## src/sv/sld_pkg.sv

```systemverilog
// Package for the sync/length/CRC-16 deframer.
// Holds the result and configuration types, code constants and the CRC-16 byte update.
package sld_pkg;

    localparam logic [15:0] CRC_POLY = 16'h1021;

    typedef logic [1:0] kind_t;
    localparam kind_t KIND_SYNC        = 2'd0;
    localparam kind_t KIND_PAYLOAD     = 2'd1;
    localparam kind_t KIND_HDR_CRC_ERR = 2'd2;
    localparam kind_t KIND_LEN_ERR     = 2'd3;

    typedef logic [1:0] cfg_idx_t;
    localparam cfg_idx_t CFG_SYNC_FIRST  = 2'd0;
    localparam cfg_idx_t CFG_SYNC_SECOND = 2'd1;
    localparam cfg_idx_t CFG_MAX_LENGTH  = 2'd2;

    localparam logic [7:0]  SYNC_FIRST_RST  = 8'hAA;
    localparam logic [7:0]  SYNC_SECOND_RST = 8'h55;
    localparam logic [15:0] MAX_LENGTH_RST  = 16'hFFFF;

    typedef struct packed {
        kind_t       kind;
        logic [7:0]  payload_byte;
        logic        last_byte;
        logic        data_crc_ok;
        logic [15:0] frame_length;
    } result_t;

    typedef struct packed {
        logic [7:0]  sync_first;
        logic [7:0]  sync_second;
        logic [15:0] max_length;
        logic [15:0] sync_crc;
    } cfg_t;

    function automatic logic [15:0] crc16_byte(input logic [15:0] crc, input logic [7:0] b);
        logic [15:0] c;
        c = crc ^ {b, 8'h00};
        for (int i = 0; i < 8; i++)
        begin
            c = c[15] ? ((c << 1) ^ CRC_POLY) : (c << 1);
        end
        return c;
    endfunction

    localparam logic [15:0] SYNC_CRC_RST =
        crc16_byte(crc16_byte(16'h0000, SYNC_FIRST_RST), SYNC_SECOND_RST);

endpackage

```

## src/sv/sld_cfg_regs.sv

```systemverilog
// Configuration registers of the deframer.
// Depends on sld_pkg; also keeps the CRC of the two sync bytes up to date.
module sld_cfg_regs (
    input  logic              clk,
    input  logic              rst_n,
    input  logic              cfg_write,
    input  sld_pkg::cfg_idx_t cfg_index,
    input  logic [15:0]       cfg_data,
    output sld_pkg::cfg_t     cfg
);
    import sld_pkg::*;

    cfg_t cfg_reg;
    cfg_t cfg_next;

    always_comb
    begin
        cfg_next = cfg_reg;
        if (cfg_write)
        begin
            case (cfg_index)
                CFG_SYNC_FIRST:
                begin
                    cfg_next.sync_first = cfg_data[7:0];
                    cfg_next.sync_crc   = crc16_byte(crc16_byte(16'h0000, cfg_data[7:0]),
                                                     cfg_reg.sync_second);
                end
                CFG_SYNC_SECOND:
                begin
                    cfg_next.sync_second = cfg_data[7:0];
                    cfg_next.sync_crc    = crc16_byte(crc16_byte(16'h0000, cfg_reg.sync_first),
                                                      cfg_data[7:0]);
                end
                CFG_MAX_LENGTH:
                begin
                    cfg_next.max_length = cfg_data;
                end
                default:
                begin
                    cfg_next = cfg_reg;
                end
            endcase
        end
    end

    always_ff @(posedge clk or negedge rst_n)
    begin
        if (!rst_n)
        begin
            cfg_reg.sync_first  <= SYNC_FIRST_RST;
            cfg_reg.sync_second <= SYNC_SECOND_RST;
            cfg_reg.max_length  <= MAX_LENGTH_RST;
            cfg_reg.sync_crc    <= SYNC_CRC_RST;
        end
        else
        begin
            cfg_reg <= cfg_next;
        end
    end

    assign cfg = cfg_reg;

endmodule

```

## src/sv/sld_in_reg.sv

```systemverilog
// Input register stage of the deframer: holds one received byte until it is processed.
// No package dependencies.
module sld_in_reg (
    input  logic       clk,
    input  logic       rst_n,
    input  logic       in_valid,
    output logic       in_ready,
    input  logic [7:0] rx_byte,
    input  logic       take,
    output logic       held_valid,
    output logic [7:0] held_byte
);
    logic       valid_reg;
    logic       valid_next;
    logic [7:0] byte_reg;
    logic       accept;

    assign in_ready = !valid_reg || take;
    assign accept   = in_valid && in_ready;

    always_comb
    begin
        if (accept)
        begin
            valid_next = 1'b1;
        end
        else if (take)
        begin
            valid_next = 1'b0;
        end
        else
        begin
            valid_next = valid_reg;
        end
    end

    always_ff @(posedge clk or negedge rst_n)
    begin
        if (!rst_n)
        begin
            valid_reg <= 1'b0;
        end
        else
        begin
            valid_reg <= valid_next;
        end
    end

    always_ff @(posedge clk)
    begin
        if (accept)
        begin
            byte_reg <= rx_byte;
        end
    end

    assign held_valid = valid_reg;
    assign held_byte  = byte_reg;

endmodule

```

## src/sv/sld_frame_core.sv

```systemverilog
// Frame parser of the deframer: phase state, header fields, running CRC and byte count.
// Depends on sld_pkg for the CRC update, the result type and the result codes.
module sld_frame_core (
    input  logic             clk,
    input  logic             rst_n,
    input  logic             step,
    input  logic [7:0]       rx_byte,
    input  sld_pkg::cfg_t    cfg,
    output logic             res_valid,
    output sld_pkg::result_t res
);
    import sld_pkg::*;

    localparam logic [3:0] PH_HUNT1 = 4'd0;
    localparam logic [3:0] PH_HUNT2 = 4'd1;
    localparam logic [3:0] PH_LENH  = 4'd2;
    localparam logic [3:0] PH_LENL  = 4'd3;
    localparam logic [3:0] PH_DCRCH = 4'd4;
    localparam logic [3:0] PH_DCRCL = 4'd5;
    localparam logic [3:0] PH_HCRCH = 4'd6;
    localparam logic [3:0] PH_HCRCL = 4'd7;
    localparam logic [3:0] PH_DATA  = 4'd8;

    logic [3:0]  phase_reg, phase_next;
    logic [15:0] length_reg, length_next;
    logic [15:0] exp_crc_reg, exp_crc_next;
    logic [7:0]  hcrc_hi_reg, hcrc_hi_next;
    logic [15:0] crc_reg, crc_next;
    logic [15:0] count_reg, count_next;
    logic [15:0] crc_step;
    logic [15:0] count_inc;

    assign crc_step  = crc16_byte(crc_reg, rx_byte);
    assign count_inc = count_reg + 16'd1;

    always_comb
    begin
        phase_next   = phase_reg;
        length_next  = length_reg;
        exp_crc_next = exp_crc_reg;
        hcrc_hi_next = hcrc_hi_reg;
        crc_next     = crc_reg;
        count_next   = count_reg;
        res_valid    = 1'b0;
        res          = '0;
        if (step)
        begin
            case (phase_reg)
                PH_HUNT2:
                begin
                    if (rx_byte == cfg.sync_second)
                    begin
                        crc_next   = cfg.sync_crc;
                        phase_next = PH_LENH;
                        res_valid  = 1'b1;
                        res.kind   = KIND_SYNC;
                    end
                    else if (rx_byte != cfg.sync_first)
                    begin
                        phase_next = PH_HUNT1;
                    end
                end
                PH_LENH:
                begin
                    length_next = {rx_byte, 8'h00};
                    crc_next    = crc_step;
                    phase_next  = PH_LENL;
                end
                PH_LENL:
                begin
                    length_next = {length_reg[15:8], rx_byte};
                    crc_next    = crc_step;
                    phase_next  = PH_DCRCH;
                end
                PH_DCRCH:
                begin
                    exp_crc_next = {rx_byte, 8'h00};
                    crc_next     = crc_step;
                    phase_next   = PH_DCRCL;
                end
                PH_DCRCL:
                begin
                    exp_crc_next = {exp_crc_reg[15:8], rx_byte};
                    crc_next     = crc_step;
                    phase_next   = PH_HCRCH;
                end
                PH_HCRCH:
                begin
                    hcrc_hi_next = rx_byte;
                    phase_next   = PH_HCRCL;
                end
                PH_HCRCL:
                begin
                    if ({hcrc_hi_reg, rx_byte} != crc_reg)
                    begin
                        phase_next       = PH_HUNT1;
                        res_valid        = 1'b1;
                        res.kind         = KIND_HDR_CRC_ERR;
                        res.frame_length = length_reg;
                    end
                    else if (length_reg == 16'd0 || length_reg > cfg.max_length)
                    begin
                        phase_next       = PH_HUNT1;
                        res_valid        = 1'b1;
                        res.kind         = KIND_LEN_ERR;
                        res.frame_length = length_reg;
                    end
                    else
                    begin
                        crc_next   = 16'd0;
                        count_next = 16'd0;
                        phase_next = PH_DATA;
                    end
                end
                PH_DATA:
                begin
                    crc_next         = crc_step;
                    count_next       = count_inc;
                    res_valid        = 1'b1;
                    res.kind         = KIND_PAYLOAD;
                    res.payload_byte = rx_byte;
                    res.frame_length = length_reg;
                    if (count_inc >= length_reg)
                    begin
                        phase_next      = PH_HUNT1;
                        res.last_byte   = 1'b1;
                        res.data_crc_ok = (crc_step == exp_crc_reg);
                    end
                end
                default:
                begin
                    // Hunting the first sync byte; unused phase codes behave the same.
                    phase_next = (rx_byte == cfg.sync_first) ? PH_HUNT2 : PH_HUNT1;
                end
            endcase
        end
    end

    always_ff @(posedge clk or negedge rst_n)
    begin
        if (!rst_n)
        begin
            phase_reg   <= PH_HUNT1;
            length_reg  <= 16'd0;
            exp_crc_reg <= 16'd0;
            hcrc_hi_reg <= 8'd0;
            crc_reg     <= 16'd0;
            count_reg   <= 16'd0;
        end
        else
        begin
            phase_reg   <= phase_next;
            length_reg  <= length_next;
            exp_crc_reg <= exp_crc_next;
            hcrc_hi_reg <= hcrc_hi_next;
            crc_reg     <= crc_next;
            count_reg   <= count_next;
        end
    end

endmodule

```

## src/sv/sld_out_reg.sv

```systemverilog
// Result register of the deframer: holds one result until the receiver takes it.
// Depends on sld_pkg for the result type.
module sld_out_reg (
    input  logic             clk,
    input  logic             rst_n,
    input  logic             load,
    input  logic             res_valid,
    input  sld_pkg::result_t res,
    output logic             space,
    output logic             out_valid,
    input  logic             out_ready,
    output sld_pkg::result_t res_out
);
    import sld_pkg::*;

    logic    valid_reg;
    logic    valid_next;
    result_t res_reg;

    assign space = !valid_reg || out_ready;

    always_comb
    begin
        if (load)
        begin
            valid_next = res_valid;
        end
        else if (out_ready)
        begin
            valid_next = 1'b0;
        end
        else
        begin
            valid_next = valid_reg;
        end
    end

    always_ff @(posedge clk or negedge rst_n)
    begin
        if (!rst_n)
        begin
            valid_reg <= 1'b0;
        end
        else
        begin
            valid_reg <= valid_next;
        end
    end

    always_ff @(posedge clk)
    begin
        if (load && res_valid)
        begin
            res_reg <= res;
        end
    end

    assign out_valid = valid_reg;
    assign res_out   = res_reg;

endmodule

```

## src/sv/sync_length_crc16_deframer.sv

```systemverilog
// Sync/length/CRC-16 deframer, top level.
// Depends on sld_pkg, sld_cfg_regs, sld_in_reg, sld_frame_core and sld_out_reg.
//
// Received bytes enter on the input channel (in_valid, in_ready, rx_byte), one per transfer.
// The block hunts for the two sync bytes, checks the header CRC and the length, and then
// streams the payload bytes out. Results leave on the output channel (out_valid, out_ready)
// with the fields kind, payload_byte, last_byte, data_crc_ok and frame_length. Bytes of the
// header give no result; the second sync byte gives a preamble result, a bad header gives a
// header CRC or length error result, and each payload byte gives one result.
// An accepted byte waits in the input register until the result register has space, and is
// then processed into it; any result that the byte gives is shown there.
// One byte can be accepted in every cycle unless stalled; the parse logic is combinational.
// When the receiver stalls, the result is held, one more byte waits in the input register,
// and then in_ready drops until the result is taken.
// Configuration writes through cfg_write, cfg_index and cfg_data are registered;
// an unused index is ignored. Reset returns the parser to the hunt, clears the valid flags
// of both registers and restores the configuration defaults.
module sync_length_crc16_deframer (
    input  logic              clk,
    input  logic              rst_n,
    input  logic              in_valid,
    output logic              in_ready,
    input  logic [7:0]        rx_byte,
    output logic              out_valid,
    input  logic              out_ready,
    output sld_pkg::kind_t    kind,
    output logic [7:0]        payload_byte,
    output logic              last_byte,
    output logic              data_crc_ok,
    output logic [15:0]       frame_length,
    input  logic              cfg_write,
    input  sld_pkg::cfg_idx_t cfg_index,
    input  logic [15:0]       cfg_data
);
    import sld_pkg::*;

    cfg_t       cfg;
    logic       held_valid;
    logic [7:0] held_byte;
    logic       space;
    logic       take;
    logic       res_valid;
    result_t    res;
    result_t    res_out;

    assign take = held_valid && space;

    sld_cfg_regs u_cfg_regs (
        .clk       (clk),
        .rst_n     (rst_n),
        .cfg_write (cfg_write),
        .cfg_index (cfg_index),
        .cfg_data  (cfg_data),
        .cfg       (cfg)
    );

    sld_in_reg u_in_reg (
        .clk        (clk),
        .rst_n      (rst_n),
        .in_valid   (in_valid),
        .in_ready   (in_ready),
        .rx_byte    (rx_byte),
        .take       (take),
        .held_valid (held_valid),
        .held_byte  (held_byte)
    );

    sld_frame_core u_frame_core (
        .clk       (clk),
        .rst_n     (rst_n),
        .step      (take),
        .rx_byte   (held_byte),
        .cfg       (cfg),
        .res_valid (res_valid),
        .res       (res)
    );

    sld_out_reg u_out_reg (
        .clk       (clk),
        .rst_n     (rst_n),
        .load      (take),
        .res_valid (res_valid),
        .res       (res),
        .space     (space),
        .out_valid (out_valid),
        .out_ready (out_ready),
        .res_out   (res_out)
    );

    assign kind         = res_out.kind;
    assign payload_byte = res_out.payload_byte;
    assign last_byte    = res_out.last_byte;
    assign data_crc_ok  = res_out.data_crc_ok;
    assign frame_length = res_out.frame_length;

endmodule

```

## config.mk

```make
export PLATFORM = sky130hd
export DESIGN_NAME = sync_length_crc16_deframer
export DESIGN_NICKNAME = d
export VERILOG_FILES = /design/src/sv/sld_pkg.sv /design/src/sv/sld_cfg_regs.sv /design/src/sv/sld_in_reg.sv /design/src/sv/sld_frame_core.sv /design/src/sv/sld_out_reg.sv /design/src/sv/sync_length_crc16_deframer.sv
export SDC_FILE = /design/constraint.sdc
export NUM_CORES = 1
export LEC_CHECK = 0
export ABC_AREA = 1
export BUFFER_PORTS_ARGS = -buffer_cell sky130_fd_sc_hd__buf_2
export CAP_MARGIN = 20
export CORE_MARGIN = 2
export CORE_UTILIZATION = 48
export CTS_CLUSTER_SIZE = 14
export DETAILED_ROUTE_END_ITERATION = 12
export HOLD_SLACK_MARGIN = 0.03
export PLACE_DENSITY = 0.65
export RECOVER_POWER = 25
export SKIP_CTS_REPAIR_TIMING = 1
export SLEW_MARGIN = 25
export SYNTH_ARGS = -nofsm -noshare
export SYNTH_HDL_FRONTEND = slang
export SYNTH_SLANG_ARGS = --single-unit
```

## constraint.sdc

```tcl
create_clock -name clk -period 2.6 [get_ports clk]
set_clock_uncertainty 0.15 [all_clocks]
set_input_delay 0.52 -clock clk [delete_from_list [all_inputs] [get_ports clk]]
set_output_delay 0.52 -clock clk [all_outputs]
set_load 0.03 [all_outputs]
```

==> results.cfg, run 1 <==
[global_routing]
gr-usage-met3 = 0.0370
grt.total_usage = 0.257
use_met2 = 0.415
grt_use_met1 = 0.351
grt_overflow_total = 0
grt_max_degree = 127
grt_pass1_vias = 8046
grt_pass1_wl_mm = 43.1
grt-busiest-layer = met2
grt_antenna_before_repair = 0

[floorplan]
io_pins = 61
rows = 52
die_h_um = 147
die_w_um = 147
initial_utilization = 0.487
core-area_mm2 = 0.0201
die_area_mm2 = 0.0216

[power]
p_leak_nw = 5.61
power.internal_mw = 6.42
clkPwrFrac = 0.224
power.density_mw_per_mm2 = 957
power.switching_mw = 4.77
pwr-share-seq = 0.351
vdd_ir_drop_max_mv = 0.490
p_sw_frac = 0.426
comb_power_share = 0.425

[worst_setup_path]
reg2regPathDepth = 17
cp.buffers_inverters = 3
reg2reg_slack_ns = -0.30
worstSetupStartpointType = flip-flop
r2r_end = u_frame_core.phase_reg[2]
worstPathMaxFanout = 5
critical_path_class = reg2reg
cpLargestDelayFamily = simple AND/OR/NAND/NOR gates
cp_common_cell = nand2_2
crit_chain = ha_2, nand3_2, inv_2, nand2_2, nor2_2, nand4_1, xor2_1, inv_1, ha_1, nand2_2, nor4_4, nand2_1, nand4_1, nand2_2, inv_2, nand2_1, o21ai_1
cp.arrival_ns = 3.11
slowest_stage = dfrtp_1
cp_slowest_stage_delay_ns = 0.39
required_ns = 2.81
setup.worst_path.end_class = flip-flop
r2r_start = u_frame_core.count_reg[1]

[final_layout]
num-fill-cells = 1802
syn2layout_area_growth_pct = 19.3
largest_register_ff_count = 48
drive_gt1_frac = 0.220
nNetsFinal = 1403
multi_input_area_mm2 = 0.00497
fin_util = 0.581
antenna_cells = 0
register_area_mm2 = 0.00428

[min_path]
whs_path_depth = 1
min_to = u_in_reg.held_byte[2]
min-delay-start = rx_byte[2]
hold_class = in2reg

[routing]
vias = 8582
routedWlPerCell_um = 17.3
totalWireLength_mm = 28.0
drtIter0Drc = 659
vias_per_cell = 5.29
ant_nets = 0
drc_errors = 0
firstDrtPassIters = 5

[cts]
cts.root.buffer_cell = clkbuf_16
path_clk_slew_ns = 0.07
cts_buffer_depth = 2
cts_tree = done
cts.sinks = 162
clk-insertion-delay-late_ns = 0.43
numCtsBuffers = 17
htree_levels = 4

[placement]
dp_hpwl_mm = 19.9
port_buffers = 60
place_congestion = 0.931

[synth]
synth_area_leaders = dfrtp_1 (23%), nand2_1 (14%), edfxtp_1 (11%), dfstp_2 (9.1%), xor2_1 (5.7%)
synth_area_mm2 = 0.00980
synthArstFlopShare = 0.778
ys.flop_type = dfrtp_1
yosysTopAreaCell = dfrtp_1
synth-seq-cells = 162
yosysSeqAreaShare = 0.436
ys_types = 47
synth_common_cells = nand2_1 (364), inv_1 (144), dfrtp_1 (92), o21ai_0 (85), nor2_1 (78)
avgSynthCellArea_um2 = 7.99
synth_cells = 1226
yosysTopAreaCellShare = 0.235
synth_warnings = 0
synth-edff-count = 36
syn_nets = 1290
synth_most_common_cell = nand2_1

[sta]
setup_viol = 19
maxSlewViolCount = 127
tns_ns = -1.57
rsz0062_at_grt = yes
hold_violations = 0
worst_slew_pin_slew_ns = 1.83
finalWorstSetupSlack_ns = -0.301
fmax_mhz = 345
max_slew_margin = -0.222
fin_crit_sh = 1.12
min_period_ns = 2.90

[job]
max_cap_viol_count = 1

[outcome]
status = complete, but fails checks
violations = max-capacitance violations, max-slew violations, negative setup slack
-- layout make-up --
type	count	share of cell area
Tap cell	270	0.0289
Inverter	154	0.0502
Timing Repair Buffer	136	0.0802
Clock inverter	13	0.0106
Sequential cell	162	0.366
Clock buffer	19	0.0388
Multi-Input combinational cell	868	0.425
-- kinds of logic after synthesis --
| family | after synthesis | share of synthesized area |
|---|---|---|
| buffers and inverters | 197 | 0.0862 |
| AO/OA/AOI/OAI | 174 | 0.0992 |
| flip-flops | 162 | 0.436 |
| XOR/XNOR | 91 | 0.0821 |
| AND/OR/NAND/NOR | 569 | 0.254 |
| adder cells (fa/ha/maj) | 33 | 0.0421 |
-- how the worst max path moves through the flow --
stage,startpoint,end,slack (ns),cells past startpoint
finish,u_frame_core.count_reg[1],u_frame_core.phase_reg[2],-0.30,17
global route,u_frame_core.count_reg[1],u_frame_core.phase_reg[2],-0.55,17
CTS,u_frame_core.count_reg[0],u_out_reg.res_out[16],-0.27,15
detailed placement,u_frame_core.count_reg[0],u_out_reg.res_out[16],-0.22,15
global placement,u_frame_core.count_reg[0],u_out_reg.res_out[16],-0.12,17
floorplan,u_cfg_regs.cfg[23],u_out_reg.res_out[0],-0.06,14
-- placed cells by master, fill, tap and decap left out, types with 3 or more instances in the layout --
cell type     n
nor2_2        4
nor2_1       75
a21oi_1      28
o21ai_2       6
o21ai_0      83
dfstp_2      34
a21oi_2       5
edfxtp_1     36
nand3_4       4
nand4_1      29
clkbuf_16    19
xnor2_1      26
nand3_2       6
ha_4          9
nand2_2      16
nor3_1        3
clkinvlp_4    4
inv_6         6
nor4_1        4
nand2_1     349
ha_1         23
nor3_2        4
inv_2        16
clkinv_1      3
buf_2        59
buf_4        70
dfrtp_1      92
nor2_4        6
nand2_4       6
xor2_1       64
inv_1       133
o22ai_1      31
o21ai_1      10
nand3_1      56
-- layer usage --
| layer | vias to the layer above | part of all wire |
|---|---|---|
| li1 | 4183 | - |
| met1 | 4017 | 0.44 |
| met2 | 317 | 0.47 |
| met3 | 65 | 0.053 |
| met4 | 0 | 0.034 |
| met5 | - | 0 |
-- metrics by stage --
step	total power [mW]	setup WS (ns)	cell area, um^2	hold WS (ns)	std cells
6_report	11.2	-0.301	11700	0.110	1622
5_1_grt	11.9	-0.551	11700	0.101	1622
4_1_cts	10.8	-0.267	11300	0.0953	1608
3_5_place_dp	8.29	-0.215	10800	0.321	1576
3_3_place_gp	8.20	-0.122	10800	0.321	1576
2_1_floorplan	7.01	-0.0613	9870	0.0744	1226
-- power groups by stage --
stage / Clock, mW / Combinational, mW / Sequential, mW
4_1_cts: 2.53 / 4.40 / 3.88
2_1_floorplan: 0 / 3.30 / 3.70
6_report: 2.50 / 4.75 / 3.93
5_1_grt: 2.64 / 5.27 / 3.99
3_5_place_dp: 0 / 4.37 / 3.91
3_3_place_gp: 0 / 4.30 / 3.91
Note: power is estimated with default switching activity, not from simulation.
==> run 2: changes to the inputs <==
- CORE_MARGIN: 2 -> 1.5
==> run 2 against run 1 <==
Net effect: the run ends with negative setup slack left; first-iteration DRC count is 9.4% higher; die area is 1.4% lower; routed wire length shrank 0.83%; hold slack worse by 0.0077 ns; non-clock buffer count is 3 higher; highest routed layer unchanged.
==> results.cfg, run 2 (synthesis results as in run 1) <==
[outcome]
status = complete, but fails checks
violations = negative setup slack

[placement]
placedCellCount = 1584
place_congestion = 0.929
pre_cts_ws_ns = -0.169
port_buffers = 60
dp_hpwl_mm = 20.4
postPlaceCellArea_mm2 = 0.0108

[routing]
routedWlPerCell_um = 17.1
firstDrtPassIters = 5
drtIter0Drc = 721
vias = 8581
drc_errors = 0
ant_nets = 0
vias_per_cell = 5.28
totalWireLength_mm = 27.8

[floorplan]
die_w_um = 146
rows = 52
die_area_mm2 = 0.0213
core-area_mm2 = 0.0201
io_pins = 61
initial_utilization = 0.487
die_h_um = 146

[sta]
rsz0062_at_grt = yes
min_period_ns = 2.85
max_slew_margin = 0.206
finalWorstSetupSlack_ns = -0.247
tns_ns = -1.07
fmax_mhz = 351
fin_crit_sh = 1.09
setup_viol = 6
worst_slew_pin_slew_ns = 1.19
hold_violations = 0
maxSlewViolCount = 0
fin_hold_ws_ns = 0.102

[final_layout]
antenna_cells = 0
stdcell_area_mm2 = 0.0116
syn2layout_area_growth_pct = 18.5
nNetsFinal = 1406
fin_util = 0.577
final_common_cell = nand2_1
layout.cells.non_filler = 1625
drive_gt1_frac = 0.201
largest_register_ff_count = 48
layout_common_cells = nand2_1 (355), inv_1 (140), dfrtp_1 (92), o21ai_0 (83), nor2_1 (75)

[cts]
cts_buffer_depth = 2
cts.root.buffer_cell = clkbuf_16
cts_tree = done
clk-insertion-delay-late_ns = 0.44
path_clk_slew_ns = 0.07
cts.sinks = 162
numCtsBuffers = 17
htree_levels = 4

[worst_setup_path]
cp_slowest_stage_delay_ns = 0.43
required_ns = 2.74
worstSetupStartpointType = flip-flop
worstPathMaxFanout = 4
slowest_stage = dfrtp_1
crit_chain = buf_4, nand3_4, nor2_4, nand4_1, or2_2, nand2_1, inv_1, ha_4, nand2_2, nor4_4, nand2_1, buf_4, nand3_2, nand2_2, nor3_2
cp.arrival_ns = 2.99
critical_path_class = reg2reg
setup.worst_path.end_class = flip-flop

[global_routing]
grt_antenna_before_repair = 0
grt.total_usage = 0.265
grt_overflow_total = 0
grt_pass1_vias = 8170
grt_pass1_wl_mm = 44.0
grt_max_degree = 44

[power]
totalPowerFinal_mw = 11.1
p_leak_nw = 5.61
vdd_ir_drop_max_mv = 0.556
power.density_mw_per_mm2 = 957

[min_path]
hold_class = in2reg

[job]
max_cap_viol_count = 0
run 2: layout make-up:
cell class / count / area (um^2)
inverters: 154 / 587
fillers: 1889 / 8490
repair buffers: 139 / 933
multi-input cells: 868 / 4900
clock inverters: 12 / 134
well taps: 270 / 338
flip-flops and latches: 162 / 4280
clock buffers: 20 / 437
run 2: path summary, 6_finish.rpt:
check | cells past startpoint | to | start | slack [ns]
setup / recovery | 15 | u_out_reg.res_out[16] | u_frame_core.count_reg[3] | -0.25
hold / removal | 1 | u_in_reg.held_byte[2] | rx_byte[2] | 0.10
setup reg to reg | 15 | u_out_reg.res_out[16] | u_frame_core.count_reg[3] | -0.25
hold reg to reg | 2 | u_cfg_regs.cfg[27] | u_cfg_regs.cfg[27] | 0.33
max in group asynchronous | 3 | u_frame_core.exp_crc_reg[2] | rst_n | 0.28
min in group asynchronous | 2 | u_cfg_regs.cfg[42] | rst_n | 0.72
run 2: critical path, delay by kind of cell (launching register included):
kind          cells  cell delay (ns)
simple gates     11             1.46
flops             1             0.43
buf+inv           3             0.39
fa+ha+maj         1             0.27
run 2: layer usage:
| layer | vias up | GRT usage | wire length [um] |
|---|---|---|---|
| met5 | - | 0 | 0 |
| met4 | 0 | 0.0770 | 651 |
| met3 | 50 | 0.0439 | 1440 |
| met2 | 259 | 0.432 | 13200 |
| met1 | 4075 | 0.365 | 12400 |
| li1 | 4197 | - | - |
run 2: power by group:
part / switching [mW] / internal (mW)
logic: 2.98 / 1.74
clock network: 1.10 / 1.42
registers: 0.615 / 3.26
total: 4.70 / 6.42
==> run 3: changes to the inputs <==
- CORE_MARGIN: 1.5 -> 2
- GPL_ROUTABILITY_DRIVEN: not set -> 0
==> run 3 against run 2 <==
Net effect: the run ends with max-capacitance violations, max-slew violations, negative setup slack left; sequential share of layout area is 0.42 points lower; hold slack hardly changed; core utilization is 0.69 points higher; critical endpoint is now u_frame_core.phase_reg[1]; global-route usage is 0.95 points lower; worst setup slack worse by 0.0075 ns; count of clock-buffer cells in the layout is 1 higher; via count is 0.35% higher; routed wire length is 1.5% lower.
==> results.cfg, run 3 (synthesis results as in run 1) <==
[min_path]
hold_class = in2reg
min-delay-start = rx_byte[6]
min_to = u_in_reg.held_byte[6]
whs_path_depth = 1

[global_routing]
grt_antenna_before_repair = 0
grt_overflow_total = 0
grt_max_degree = 127
grt.total_usage = 0.256
grt_pass1_vias = 7916
grt_pass1_wl_mm = 42.5

[placement]
port_buffers = 60
placedCellCount = 1579
pre_cts_ws_ns = -0.165
postPlaceCellArea_mm2 = 0.0108
dp_hpwl_mm = 19.6

[power]
power.density_mw_per_mm2 = 947
p_leak_nw = 5.65
vdd_ir_drop_max_mv = 0.526
totalPowerFinal_mw = 11.1

[sta]
maxSlewViolCount = 127
finalWorstSetupSlack_ns = -0.254
setup_viol = 32
min_period_ns = 2.85
hold_violations = 0
worst_slew_pin_slew_ns = 1.78
rsz0062_at_grt = yes
max_slew_margin = -0.185
fin_crit_sh = 1.10
fmax_mhz = 350
fin_hold_ws_ns = 0.102

[final_layout]
drive_gt1_frac = 0.214
final_common_cell = nand2_1
stdcell_area_mm2 = 0.0117
nNetsFinal = 1409
antenna_cells = 0
multi_input_area_mm2 = 0.00498
layout_common_cells = nand2_1 (355), inv_1 (135), dfrtp_1 (91), o21ai_0 (83)
syn2layout_area_growth_pct = 19.9
largest_register_ff_count = 48
num-fill-cells = 1791
register_area_mm2 = 0.00428
layout.cells.non_filler = 1628

[floorplan]
die_h_um = 147
die_w_um = 147
core-area_mm2 = 0.0201
io_pins = 61
initial_utilization = 0.487
die_area_mm2 = 0.0216
rows = 52

[cts]
htree_levels = 4
clk-insertion-delay-late_ns = 0.44
cts_tree = done
numCtsBuffers = 17
cts.root.buffer_cell = clkbuf_16
cts_buffer_depth = 2
cts.sinks = 162
path_clk_slew_ns = 0.06

[worst_setup_path]
cp.arrival_ns = 3.06
cp.buffers_inverters = 4
setup.worst_path.end_class = flip-flop
cpLargestDelayFamily = simple AND/OR/NAND/NOR gates
r2r_end = u_frame_core.phase_reg[1]
crit_chain = ha_2, nand3_2, inv_2, nand2_4, nor2_4, nand4_1, buf_4, xor2_1, inv_1, ha_4, nand2_4, nor4_4, nand2_1, nand4_1, nand2_2, inv_2, nand2_1, o21ai_1
cp_slowest_stage_delay_ns = 0.37
reg2reg_slack_ns = -0.25
reg2regPathDepth = 18
slowest_stage = dfrtp_1
r2r_start = u_frame_core.count_reg[1]
required_ns = 2.81
worstPathMaxFanout = 5
worstSetupStartpoint = u_frame_core.count_reg[1]
critical_path_class = reg2reg
worstSetupStartpointType = flip-flop

[routing]
ant_nets = 0
drc_errors = 0
routedWlPerCell_um = 16.8
firstDrtPassIters = 5
vias = 8611
drtIter0Drc = 608
vias_per_cell = 5.29
totalWireLength_mm = 27.3

[outcome]
status = complete, but fails checks
violations = max-capacitance violations, max-slew violations, negative setup slack

[job]
max_cap_viol_count = 1
## run 3: cell types whose count changed in the layout (fill, tap and decap cells not counted), moves of 2 or more
cell       delta
a21oi_1       +2
a21oi_2       -2
buf_4         +4
buf_6         +2
clkbuf_1      -3
clkbuf_16     +2
clkbuf_2      -2
clkbuf_4      +2
ha_1          -4
ha_4          +4
inv_1         -5
inv_2         +5
nor3_1        -2
## run 3: per-layer routing
| metal | global-route usage | vias up | share of wire |
|---|---|---|---|
| met3 | 0.0503 | 66 | 0.062 |
| met5 | 0 | - | 0 |
| met4 | 0.100 | 0 | 0.034 |
| li1 | - | 4204 | - |
| met1 | 0.347 | 4037 | 0.43 |
| met2 | 0.406 | 304 | 0.47 |
## run 3: stage by stage
step	TNS [ns]	util
4_1_cts	-0.915	0.565
3_5_place_dp	-0.825	0.536
2_1_floorplan	-1.72	-
3_3_place_gp	-0.336	0.536
5_1_grt	-6.07	0.584
6_report	-1.53	0.584
## run 3: area by class of cell
| cell class | instances | area share |
|---|---|---|
| repair buffers | 142 | 0.0842 |
| flip-flops and latches | 162 | 0.364 |
| inverters | 154 | 0.0499 |
| well taps | 270 | 0.0288 |
| clock inverters | 11 | 0.0110 |
| multi-input cells | 868 | 0.424 |
| clock buffers | 21 | 0.0383 |
## run 3: power by group
| group | internal, mW | leakage (nW) | total, mW | switching (mW) |
|---|---|---|---|---|
| combinational | 1.75 | 3.53 | 4.70 | 2.95 |
| clock | 1.44 | 0.266 | 2.52 | 1.08 |
| sequential | 3.26 | 1.85 | 3.90 | 0.639 |
## run 3: worst max-delay path by stage
stage,to,slack (ns),depth (start not counted)
6_report,u_frame_core.phase_reg[1],-0.25,18
5_1_grt,u_frame_core.phase_reg[2],-0.38,18
4_1_cts,u_out_reg.res_out[16],-0.20,15
3_5_place_dp,u_out_reg.res_out[16],-0.16,17
3_3_place_gp,u_out_reg.res_out[16],-0.09,17
2_1_floorplan,u_out_reg.res_out[0],-0.06,14
